## src/rtl/bld_pkg.sv

```systemverilog
package bld_pkg;

  localparam int unsigned SPEED_W    = 16;
  localparam int unsigned MAG_W      = 15;
  localparam int unsigned FACTOR_W   = 16;
  localparam int unsigned WCOUNT_W   = 6;
  localparam int unsigned FRAC_W     = 14;

  localparam logic [FACTOR_W-1:0] ENABLE_RST  = 16'd15565;
  localparam logic [FACTOR_W-1:0] DISABLE_RST = 16'd17039;
  localparam logic [WCOUNT_W-1:0] WINDOW_RST  = 6'd10;

  localparam logic signed [SPEED_W:0] HALF_OFFSET = 17'sd128;

  localparam int unsigned CFG_ADDR_W = 4;
  localparam int unsigned CFG_DATA_W = 32;

  localparam int unsigned QDEPTH = 8;
  localparam int unsigned QPTR_W = 3;
  localparam int unsigned QCNT_W = 4;
  localparam int unsigned PEND_W = 3;

  typedef enum logic [1:0] {
    REG_ENABLE  = 2'd0,
    REG_DISABLE = 2'd1,
    REG_WINDOW  = 2'd2
  } reg_index_t;

  typedef struct packed {
    logic [FACTOR_W-1:0] enable_factor;
    logic [FACTOR_W-1:0] disable_factor;
    logic [WCOUNT_W-1:0] window_count;
  } cfg_t;

  typedef struct packed {
    logic on;
    logic off;
  } verdict_t;

  typedef struct packed {
    logic light;
    logic last;
  } entry_t;

endpackage

```

## src/rtl/bld_regs.sv

```systemverilog
module bld_regs (
  input  logic                             clk,
  input  logic                             rst_n,
  input  logic                             psel,
  input  logic                             penable,
  input  logic                             pwrite,
  input  logic [bld_pkg::CFG_ADDR_W-1:0]   paddr,
  input  logic [bld_pkg::CFG_DATA_W-1:0]   pwdata,
  output logic [bld_pkg::CFG_DATA_W-1:0]   prdata,
  output logic                             pready,
  output bld_pkg::cfg_t                    cfg
);
  import bld_pkg::*;

  cfg_t       cfg_r;
  cfg_t       cfg_nxt;
  reg_index_t idx;

  assign idx    = reg_index_t'(paddr[CFG_ADDR_W-1:2]);
  assign pready = 1'b1;
  assign cfg    = cfg_r;

  always_comb begin
    cfg_nxt = cfg_r;
    if (psel && penable && pwrite && pready) begin
      unique case (idx)
        REG_ENABLE:  cfg_nxt.enable_factor  = pwdata[FACTOR_W-1:0];
        REG_DISABLE: cfg_nxt.disable_factor = pwdata[FACTOR_W-1:0];
        REG_WINDOW:  cfg_nxt.window_count   = pwdata[WCOUNT_W-1:0];
        default:     cfg_nxt = cfg_r;
      endcase
    end
  end

  always_comb begin
    unique case (idx)
      REG_ENABLE:  prdata = CFG_DATA_W'(cfg_r.enable_factor);
      REG_DISABLE: prdata = CFG_DATA_W'(cfg_r.disable_factor);
      REG_WINDOW:  prdata = CFG_DATA_W'(cfg_r.window_count);
      default:     prdata = '0;
    endcase
  end

  always_ff @(posedge clk) begin
    if (!rst_n) begin
      cfg_r.enable_factor  <= ENABLE_RST;
      cfg_r.disable_factor <= DISABLE_RST;
      cfg_r.window_count   <= WINDOW_RST;
    end else begin
      cfg_r <= cfg_nxt;
    end
  end

endmodule

```

## src/rtl/bld_ring.sv

```systemverilog
module bld_ring #(
  parameter int WINDOW_MAX = 32
) (
  input  logic                                              clk,
  input  logic                                              rst_n,
  input  logic                                              in_accept,
  input  logic signed [bld_pkg::SPEED_W-1:0]                in_speed,
  input  logic [bld_pkg::WCOUNT_W-1:0]                      window_count,
  output logic                                              mid_valid,
  output logic signed [bld_pkg::SPEED_W-1:0]                mid_speed,
  output logic [bld_pkg::MAG_W-1:0]                         mid_mag,
  output logic [$clog2(WINDOW_MAX+1)-1:0]                   mid_fill,
  output logic [bld_pkg::MAG_W+$clog2(WINDOW_MAX+1)-1:0]    mid_sum
);
  import bld_pkg::*;

  localparam int AW   = (WINDOW_MAX > 1) ? $clog2(WINDOW_MAX) : 1;
  localparam int FW   = $clog2(WINDOW_MAX + 1);
  localparam int SW   = MAG_W + FW;
  localparam int WC_W = (FW > WCOUNT_W) ? FW : WCOUNT_W;

  logic [MAG_W-1:0] mem [WINDOW_MAX];
  logic [MAG_W-1:0] rd_r;

  logic [AW-1:0]    wp_r, wp_nxt;
  logic [FW-1:0]    fill_r, fill_nxt;

  logic                       s1_valid_r;
  logic signed [SPEED_W-1:0]  s1_speed_r;
  logic [MAG_W-1:0]           s1_mag_r;
  logic [FW-1:0]              s1_fill_r;
  logic                       s1_drop_r;

  logic                       s2_valid_r;
  logic signed [SPEED_W-1:0]  s2_speed_r;
  logic [MAG_W-1:0]           s2_mag_r;
  logic [FW-1:0]              s2_fill_r;
  logic [SW-1:0]              sum_r, sum_nxt;

  logic [SPEED_W-1:0] abs_val;
  logic [MAG_W-1:0]   mag;
  logic [WC_W-1:0]    wc_ext;
  logic [FW-1:0]      win;
  logic [FW:0]        fill_inc;
  logic               drop;
  logic [FW:0]        back_raw;
  logic [FW:0]        back_idx;
  logic [AW-1:0]      rd_addr;

  assign abs_val = in_speed[SPEED_W-1] ? (~in_speed + 1'b1) : in_speed;
  assign mag     = abs_val[SPEED_W-1] ? {MAG_W{1'b1}} : abs_val[MAG_W-1:0];
  assign wc_ext  = WC_W'(window_count);

  always_comb begin
    if (wc_ext == '0) begin
      win = FW'(1);
    end else if (wc_ext > WC_W'(WINDOW_MAX)) begin
      win = FW'(WINDOW_MAX);
    end else begin
      win = wc_ext[FW-1:0];
    end
  end

  assign fill_inc = {1'b0, fill_r} + 1'b1;
  assign drop     = fill_inc > {1'b0, win};
  assign fill_nxt = drop ? fill_r : fill_inc[FW-1:0];

  assign back_raw = (FW+1)'(wp_r) + (FW+1)'(WINDOW_MAX) - {1'b0, fill_r};
  assign back_idx = (back_raw >= (FW+1)'(WINDOW_MAX)) ?
                    back_raw - (FW+1)'(WINDOW_MAX) : back_raw;
  assign rd_addr  = back_idx[AW-1:0];

  assign wp_nxt = (wp_r == AW'(WINDOW_MAX - 1)) ? '0 : wp_r + 1'b1;

  assign sum_nxt = sum_r + SW'(s1_mag_r) - (s1_drop_r ? SW'(rd_r) : '0);

  always_ff @(posedge clk) begin
    if (in_accept) begin
      rd_r        <= mem[rd_addr];
      mem[wp_r]   <= mag;
    end
  end

  always_ff @(posedge clk) begin
    if (!rst_n) begin
      wp_r       <= '0;
      fill_r     <= '0;
      s1_valid_r <= 1'b0;
      s2_valid_r <= 1'b0;
      sum_r      <= '0;
    end else begin
      s1_valid_r <= in_accept;
      s2_valid_r <= s1_valid_r;
      if (in_accept) begin
        wp_r   <= wp_nxt;
        fill_r <= fill_nxt;
      end
      if (s1_valid_r) begin
        sum_r <= sum_nxt;
      end
    end
  end

  always_ff @(posedge clk) begin
    if (in_accept) begin
      s1_speed_r <= in_speed;
      s1_mag_r   <= mag;
      s1_fill_r  <= fill_nxt;
      s1_drop_r  <= drop;
    end
    if (s1_valid_r) begin
      s2_speed_r <= s1_speed_r;
      s2_mag_r   <= s1_mag_r;
      s2_fill_r  <= s1_fill_r;
    end
  end

  assign mid_valid = s2_valid_r;
  assign mid_speed = s2_speed_r;
  assign mid_mag   = s2_mag_r;
  assign mid_fill  = s2_fill_r;
  assign mid_sum   = sum_r;

`ifndef SYNTHESIS
  a_fill_bound: assert property (@(posedge clk) disable iff (!rst_n)
    fill_r <= FW'(WINDOW_MAX))
    else $error("Fill level exceeds the ring depth.");
`endif

endmodule

```

## src/rtl/bld_judge.sv

```systemverilog
module bld_judge #(
  parameter int WINDOW_MAX = 32
) (
  input  logic                                              clk,
  input  logic                                              rst_n,
  input  logic                                              mid_valid,
  input  logic signed [bld_pkg::SPEED_W-1:0]                mid_speed,
  input  logic [bld_pkg::MAG_W-1:0]                         mid_mag,
  input  logic [$clog2(WINDOW_MAX+1)-1:0]                   mid_fill,
  input  logic [bld_pkg::MAG_W+$clog2(WINDOW_MAX+1)-1:0]    mid_sum,
  input  logic [bld_pkg::FACTOR_W-1:0]                      enable_factor,
  input  logic [bld_pkg::FACTOR_W-1:0]                      disable_factor,
  output logic                                              done,
  output bld_pkg::verdict_t                                 verdict
);
  import bld_pkg::*;

  localparam int FW   = $clog2(WINDOW_MAX + 1);
  localparam int SW   = MAG_W + FW;
  localparam int MN_W = MAG_W + FW;
  localparam int SG_W = SPEED_W + 1 + FW + 1;
  localparam int EN_W = SW + FACTOR_W;
  localparam int CW   = SW + FACTOR_W + 2;

  logic signed [SPEED_W:0]  shifted;
  logic signed [FW:0]       n_signed;
  logic [MN_W-1:0]          mn;
  logic signed [SG_W-1:0]   sg;
  logic [EN_W-1:0]          en;
  logic [EN_W-1:0]          dis;

  logic                     v3_r;
  logic [MN_W-1:0]          mn_r;
  logic signed [SG_W-1:0]   sg_r;
  logic [EN_W-1:0]          en_r;
  logic [EN_W-1:0]          dis_r;
  logic                     brake_r, brake_nxt;

  logic signed [CW-1:0]     lhs_c, sg_c, en_c, dis_c;
  logic                     turn_on, turn_off, lit;

  assign shifted  = {mid_speed[SPEED_W-1], mid_speed} + HALF_OFFSET;
  assign n_signed = $signed({1'b0, mid_fill});
  assign mn       = MN_W'(mid_mag) * MN_W'(mid_fill);
  assign sg       = SG_W'(shifted) * SG_W'(n_signed);
  assign en       = EN_W'(mid_sum) * EN_W'(enable_factor);
  assign dis      = EN_W'(mid_sum) * EN_W'(disable_factor);

  always_ff @(posedge clk) begin
    if (mid_valid) begin
      mn_r  <= mn;
      sg_r  <= sg;
      en_r  <= en;
      dis_r <= dis;
    end
  end

  assign lhs_c = $signed({{(CW-MN_W-FRAC_W){1'b0}}, mn_r, {FRAC_W{1'b0}}});
  assign sg_c  = $signed({{(CW-SG_W-FRAC_W){sg_r[SG_W-1]}}, sg_r, {FRAC_W{1'b0}}});
  assign en_c  = $signed({{(CW-EN_W){1'b0}}, en_r});
  assign dis_c = $signed({{(CW-EN_W){1'b0}}, dis_r});

  assign turn_on   = !brake_r && (lhs_c < en_c) && (sg_c < en_c);
  assign lit       = brake_r || turn_on;
  assign turn_off  = lit && (lhs_c > dis_c);
  assign brake_nxt = v3_r ? (lit && !turn_off) : brake_r;

  always_ff @(posedge clk) begin
    if (!rst_n) begin
      v3_r    <= 1'b0;
      brake_r <= 1'b0;
    end else begin
      v3_r    <= mid_valid;
      brake_r <= brake_nxt;
    end
  end

  assign done        = v3_r;
  assign verdict.on  = turn_on;
  assign verdict.off = turn_off;

endmodule

```

## src/rtl/bld_outq.sv

```systemverilog
module bld_outq (
  input  logic               clk,
  input  logic               rst_n,
  input  logic               in_accept,
  input  logic               done,
  input  bld_pkg::verdict_t  verdict,
  input  logic               out_stall,
  output logic               in_stall,
  output logic               out_valid,
  output logic               out_brake_light,
  output logic               out_last
);
  import bld_pkg::*;

  entry_t            q_r [QDEPTH];
  logic [QPTR_W-1:0] wptr_r, rptr_r;
  logic [QCNT_W-1:0] count_r, count_nxt;
  logic [PEND_W-1:0] pend_r, pend_nxt;
  logic [PEND_W-1:0] pend_left;
  logic [QCNT_W:0]   room_need;
  logic [1:0]        npush;
  logic              pop;
  entry_t            first_e, second_e;
  logic [QPTR_W-1:0] wptr_next1;

  always_comb begin
    first_e  = '{light: 1'b0, last: 1'b1};
    second_e = '{light: 1'b0, last: 1'b1};
    npush    = 2'd0;
    if (done) begin
      if (verdict.on && verdict.off) begin
        first_e = '{light: 1'b1, last: 1'b0};
        npush   = 2'd2;
      end else if (verdict.on) begin
        first_e = '{light: 1'b1, last: 1'b1};
        npush   = 2'd1;
      end else if (verdict.off) begin
        npush   = 2'd1;
      end
    end
  end

  assign wptr_next1 = wptr_r + 1'b1;
  assign pop        = out_valid && !out_stall;
  assign count_nxt  = count_r + QCNT_W'(npush) - QCNT_W'(pop);
  assign pend_nxt   = pend_r + PEND_W'(in_accept) - PEND_W'(done);
  assign pend_left  = pend_r - PEND_W'(done);
  assign room_need  = (QCNT_W+1)'(count_r) + (QCNT_W+1)'(npush) +
                      (QCNT_W+1)'({pend_left, 1'b0}) + (QCNT_W+1)'(2);
  assign in_stall   = room_need > (QCNT_W+1)'(QDEPTH);

  always_ff @(posedge clk) begin
    if (npush != 2'd0) begin
      q_r[wptr_r] <= first_e;
    end
    if (npush == 2'd2) begin
      q_r[wptr_next1] <= second_e;
    end
  end

  always_ff @(posedge clk) begin
    if (!rst_n) begin
      wptr_r  <= '0;
      rptr_r  <= '0;
      count_r <= '0;
      pend_r  <= '0;
    end else begin
      wptr_r  <= wptr_r + QPTR_W'(npush);
      rptr_r  <= rptr_r + QPTR_W'(pop);
      count_r <= count_nxt;
      pend_r  <= pend_nxt;
    end
  end

  assign out_valid       = count_r != '0;
  assign out_brake_light = q_r[rptr_r].light;
  assign out_last        = q_r[rptr_r].last;

`ifndef SYNTHESIS
  a_count_bound: assert property (@(posedge clk) disable iff (!rst_n)
    count_r <= QCNT_W'(QDEPTH))
    else $error("Result queue holds more entries than its depth.");

  a_done_pending: assert property (@(posedge clk) disable iff (!rst_n)
    done |-> pend_r != '0)
    else $error("A sample completed that was never taken in.");

  a_accept_pending: assert property (@(posedge clk) disable iff (!rst_n)
    in_accept |=> pend_r != '0)
    else $error("An accepted sample is not tracked as in flight.");
`endif

endmodule

```

## src/rtl/brake_light_decel_detector_core.sv

```systemverilog
// Channel   Direction  Ports                                   Transfer when
// input     in         in_valid, in_stall, in_speed            in_valid && !in_stall
// result    out        out_valid, out_stall, out_brake_light,  out_valid && !out_stall
//                      out_last
// config    in         psel, penable, pwrite, paddr, pwdata,   psel && penable && pwrite
//                      prdata, pready
//
// One sample is taken per cycle while in_stall is low. Its results leave the result
// queue at the earliest after the ring memory read, multiply stage and queue write.
// A sample that changes the light both ways gives two results, which the queue offers
// one per cycle while out_stall stays low.
// Reset is synchronous; the magnitude ring is not cleared and needs no clearing pass.
// in_stall rises only when the eight-entry result queue could overflow, under out_stall
// or a run of samples that each give two results.
module brake_light_decel_detector_core #(
  parameter int WINDOW_MAX = 32
) (
  input  logic                                     clk,
  input  logic                                     rst_n,
  input  logic                                     in_valid,
  output logic                                     in_stall,
  input  logic signed [bld_pkg::SPEED_W-1:0]       in_speed,
  output logic                                     out_valid,
  input  logic                                     out_stall,
  output logic                                     out_brake_light,
  output logic                                     out_last,
  input  logic                                     psel,
  input  logic                                     penable,
  input  logic                                     pwrite,
  input  logic [bld_pkg::CFG_ADDR_W-1:0]           paddr,
  input  logic [bld_pkg::CFG_DATA_W-1:0]           pwdata,
  output logic [bld_pkg::CFG_DATA_W-1:0]           prdata,
  output logic                                     pready
);
  import bld_pkg::*;

  localparam int FW = $clog2(WINDOW_MAX + 1);
  localparam int SW = MAG_W + FW;

  cfg_t                       cfg;
  logic                       in_accept;
  logic                       mid_valid;
  logic signed [SPEED_W-1:0]  mid_speed;
  logic [MAG_W-1:0]           mid_mag;
  logic [FW-1:0]              mid_fill;
  logic [SW-1:0]              mid_sum;
  logic                       done;
  verdict_t                   verdict;

  assign in_accept = in_valid && !in_stall;

  bld_regs u_regs (
    .clk     (clk),
    .rst_n   (rst_n),
    .psel    (psel),
    .penable (penable),
    .pwrite  (pwrite),
    .paddr   (paddr),
    .pwdata  (pwdata),
    .prdata  (prdata),
    .pready  (pready),
    .cfg     (cfg)
  );

  bld_ring #(.WINDOW_MAX(WINDOW_MAX)) u_ring (
    .clk          (clk),
    .rst_n        (rst_n),
    .in_accept    (in_accept),
    .in_speed     (in_speed),
    .window_count (cfg.window_count),
    .mid_valid    (mid_valid),
    .mid_speed    (mid_speed),
    .mid_mag      (mid_mag),
    .mid_fill     (mid_fill),
    .mid_sum      (mid_sum)
  );

  bld_judge #(.WINDOW_MAX(WINDOW_MAX)) u_judge (
    .clk            (clk),
    .rst_n          (rst_n),
    .mid_valid      (mid_valid),
    .mid_speed      (mid_speed),
    .mid_mag        (mid_mag),
    .mid_fill       (mid_fill),
    .mid_sum        (mid_sum),
    .enable_factor  (cfg.enable_factor),
    .disable_factor (cfg.disable_factor),
    .done           (done),
    .verdict        (verdict)
  );

  bld_outq u_outq (
    .clk             (clk),
    .rst_n           (rst_n),
    .in_accept       (in_accept),
    .done            (done),
    .verdict         (verdict),
    .out_stall       (out_stall),
    .in_stall        (in_stall),
    .out_valid       (out_valid),
    .out_brake_light (out_brake_light),
    .out_last        (out_last)
  );

endmodule
```

## config.mk

```make
export PLATFORM = sky130hd
export DESIGN_NAME = brake_light_decel_detector_core
export DESIGN_NICKNAME = d
export VERILOG_FILES = /design/src/rtl/bld_pkg.sv /design/src/rtl/bld_regs.sv /design/src/rtl/bld_ring.sv /design/src/rtl/bld_judge.sv /design/src/rtl/bld_outq.sv /design/src/rtl/brake_light_decel_detector_core.sv
export SDC_FILE = /design/constraint.sdc
export NUM_CORES = 2
export LEC_CHECK = 0
export BUFFER_PORTS_ARGS = -buffer_cell sky130_fd_sc_hd__clkbuf_2
export CAP_MARGIN = 20
export CORE_MARGIN = 4
export CORE_UTILIZATION = 69
export DETAILED_ROUTE_END_ITERATION = 16
export GPL_ROUTABILITY_DRIVEN = 0
export PLACE_DENSITY_LB_ADDON = 0.15
export SLEW_MARGIN = 20
export SYNTH_ARGS = -nofsm -noshare
export SYNTH_HDL_FRONTEND = slang
export SYNTH_HIERARCHICAL = 1
export SYNTH_SLANG_ARGS = --single-unit
```

## constraint.sdc

```tcl
create_clock -name clk -period 22 [get_ports clk]
set_input_delay 0 -clock clk [delete_from_list [all_inputs] [get_ports clk]]
set_output_delay 0 -clock clk [all_outputs]
set_load 0.005 [all_outputs]
```

==> reports/metrics.csv <==
metric,value,unit
synth_flop_cell,edfxtp_1,
vias,40020,
use_met2,54.85,%
ys_seq_area_share,36.84,%
slew_viol_final,0,
path_delay_family,adder cells,
via_per_inst,6.040,
clk_pin_slew,60,ps
holdCritPathClass,in -> reg,
crit_arrival,8250,ps
nFillCells,5722,
rsz0062_at_grt,false,
dieArea,94340,sq um
port_buffers,60,
cp-start-kind,flip-flop,
synth_top_area_cell,edfxtp_1,
cts_buffers,81,
synth_top_family_by_area,adder cells,
worstSetupPathType,reg -> reg,
drtIter0Drc,3380,
die_h,307.2,um
core-area,88650,sq um
timing.setup.tns,0,ps
muxShareOfSynthArea,7.193,%
dr.pass1.iters,6,
r2r_start,u_ring/mid_sum[17],
grt_usage,32.19,%
ys_ff_latch,792,
cts_tree,yes,
synth_enable_flop_cells,689,
ys_async_sr_fraction,0,%
nNetsFinal,6548,
synth_xor_area_share,2.113,%
startpoint,u_ring/mid_sum[17],
first_global_vias,42280,
dp_hpwl,99880,um
endpoint_kind,flip-flop,
hold_viol_final,0,
start_util,69.66,%
fin_crit,7879,ps
maxSlewHeadroom,23.87,%
htree_levels,3,
numClockSinks,792,
wl_per_cell,22.08,um
hold_path_startpoint,paddr[3],
dieWidth,307.2,um
root_buffer,clkbuf_16,
synth_compound_area_share,4.632,%
register_area,22770,sq um
clk_path_buf_depth,3,
antenna_found_initial,5,
clock_latency,670,ps
wl,146300,um
crit_top_cell,fa_1,
drc,0,
worstPathRequired,22370,ps
critPathMaxStageDelay,850,ps
critical_path_buf_inv_count,6,
critical-path-slowest-cell,a311oi_1,
ys_warn_count,6,
ios,96,
syn_area_per_cell,11.53,sq um
antenna_left,0,
worstPathMaxFanout,19,
fin_crit_sh,35.81,%
syn_area,61750,sq um
synthTopCellsByArea,"edfxtp_1, fa_1, ha_1",
synthToLayoutAreaGrowth,7.791,%
finClkSkew,63.63,ps
fmax,126.9,MHz
grt_pass1_wl,235100,um
busiest_layer,met2,
synthSimpleGateAreaFrac,11.85,%
drive_gt1_share,9.031,%
use_met1,42.67,%
cp_cell_sequence,buf_4 -> nand2_1 -> fa_1 -> inv_1 -> fa_1 -> inv_1 -> fa_1 -> inv_1 -> fa_1 -> fa_1 -> inv_1 -> fa_1 -> inv_1 -> ha_1 -> a21oi_1 -> o21a_1 -> nand2_1 -> a211o_1 -> a311oi_1 -> a21oi_1 -> a21oi_1 -> o21ai_0 -> xnor2_1,
grt_max_degree,83,
finalSetupViolCount,0,
outcome,"finished, final reports clean",
multi_input_area,34940,sq um
cap_violations,0,
ys_types,85,
grt_use_met3,4.759,%
synthCells,5357,
cts_setup_buffers,0,
std_cell_rows,109,
synth.top_cell.area_share,33.50,%
worst_pin_slew,1138,ps
synth-adder-area-share,30.32,%
grt-ovfl-total,0,
## per-stage QoR
step           area [sq um]  hold slack [ps]  setup WS (ps)  util (%)  instances
2_1_floorplan         61810            98.87          14790         -       5372
3_3_place_gp          63300            227.7          14380     71.41       6427
3_5_place_dp          63300            225.9          14250     71.41       6427
4_1_cts               66460            33.59          14190     74.97       6620
5_1_grt               66560            109.5          13730     75.08       6624
6_report              66560            96.58          14120     75.09       6626
## cells in the mapped netlist (22+ instances only)
cell / count
a211oi_1: 22
a21o_1: 63
a21oi_1: 142
and2_1: 381
and3_1: 25
buf_4: 22
clkbuf_1: 194
dfxtp_1: 103
edfxtp_1: 689
fa_1: 672
ha_1: 421
inv_1: 890
mux2i_1: 77
mux4_2: 154
nand2_1: 663
nand2b_1: 25
nand3_1: 51
nor2_1: 153
nor2b_1: 66
nor3_1: 43
o21a_1: 25
o21ai_0: 84
xnor2_1: 101
xor2_1: 48
## kinds of logic after synthesis
family	after synthesis
other	2
multiplexers	249
buffers and inverters	1132
adder cells (fa/ha/maj)	1093
AND/OR/NAND/NOR	1494
XOR/XNOR	149
flip-flops	792
AO/OA/AOI/OAI	446
## final timing paths
| kind | end | slack (ps) | depth (start not counted) |
|---|---|---|---|
| setup / recovery | u_judge/dis_r[36] | 14120 | 23 |
| hold / removal | u_regs/cfg[2] | 100 | 3 |
| setup reg to reg | u_judge/dis_r[36] | 14120 | 23 |
| hold reg to reg | u_ring/mid_speed[5] | 410 | 0 |
## repair_timing
| item | in CTS | in global routing |
|---|---|---|
| endpoints found under the hold margin | 82 | 0 |
| hold buffers | 47 | 0 |
| endpoints found under the setup margin | 0 | 0 |
| resized for setup | 0 | 0 |
## final cells by class
class / instances / share of cell area (%)
flip-flops and latches: 792 / 34.21
clock inverters: 40 / 0.8308
repair buffers: 182 / 2.049
inverters: 891 / 5.025
multi-input cells: 3448 / 52.49
diodes: 2 / 0.007519
well taps: 1165 / 2.190
clock buffers: 106 / 3.201
## registers in the layout, indices dropped and copies added, names as in the netlist, 15 cells and up
register and count:
u_ring/s1_mag_r 15, u_judge/mn_r 21, u_ring/mid_speed 16, u_judge/sg_r 24
u_ring/mid_mag 15, u_ring/mem 480, u_ring/mid_sum 21, u_ring/s1_speed_r 16
u_outq/q_r 16, u_judge/dis_r 37, u_judge/en_r 37, u_regs/cfg 38
u_ring/rd_r 15
## routing by layer
layer	vias to the layer above	part of all wire (%)
met4	6	4.1
met1	20290	38
met3	349	7.3
li1	17660	-
met2	1705	50
met5	-	0.029
## worst register-to-register path: cells and delay by family, from the launching register on
kind,cells,cell delay [ps]
xor gates and xnor gates,1,190
DFF,1,790
adders and majority gates,7,3430
buffers and inverters,6,700
and+or+nand+nor,2,220
AOI/OAI and AO/OA,7,2330
## cells in the final DEF (no fill, tap or decap), types with 15 or more instances in the layout
cell / count
a211oi_1: 22
a21o_1: 63
a21oi_1: 142
a31oi_1: 15
and2_1: 381
and3_1: 25
buf_4: 71
clkbuf_1: 24
clkbuf_16: 81
clkbuf_2: 59
conb_1: 17
dfxtp_1: 90
dlygate4sd3_1: 47
edfxtp_1: 689
fa_1: 671
ha_1: 420
inv_1: 890
mux2_2: 18
mux2i_1: 77
mux4_2: 154
nand2_1: 652
nand2b_1: 25
nand3_1: 51
nand4_1: 17
nor2_1: 153
nor2b_1: 66
nor3_1: 31
o21a_1: 25
o21ai_0: 84
o21bai_1: 15
xnor2_1: 98
xor2_1: 48
Power is left out: the tool's default activity adds up to more than one toggle a clock period on the data nets, which glitch-free logic cannot reach.
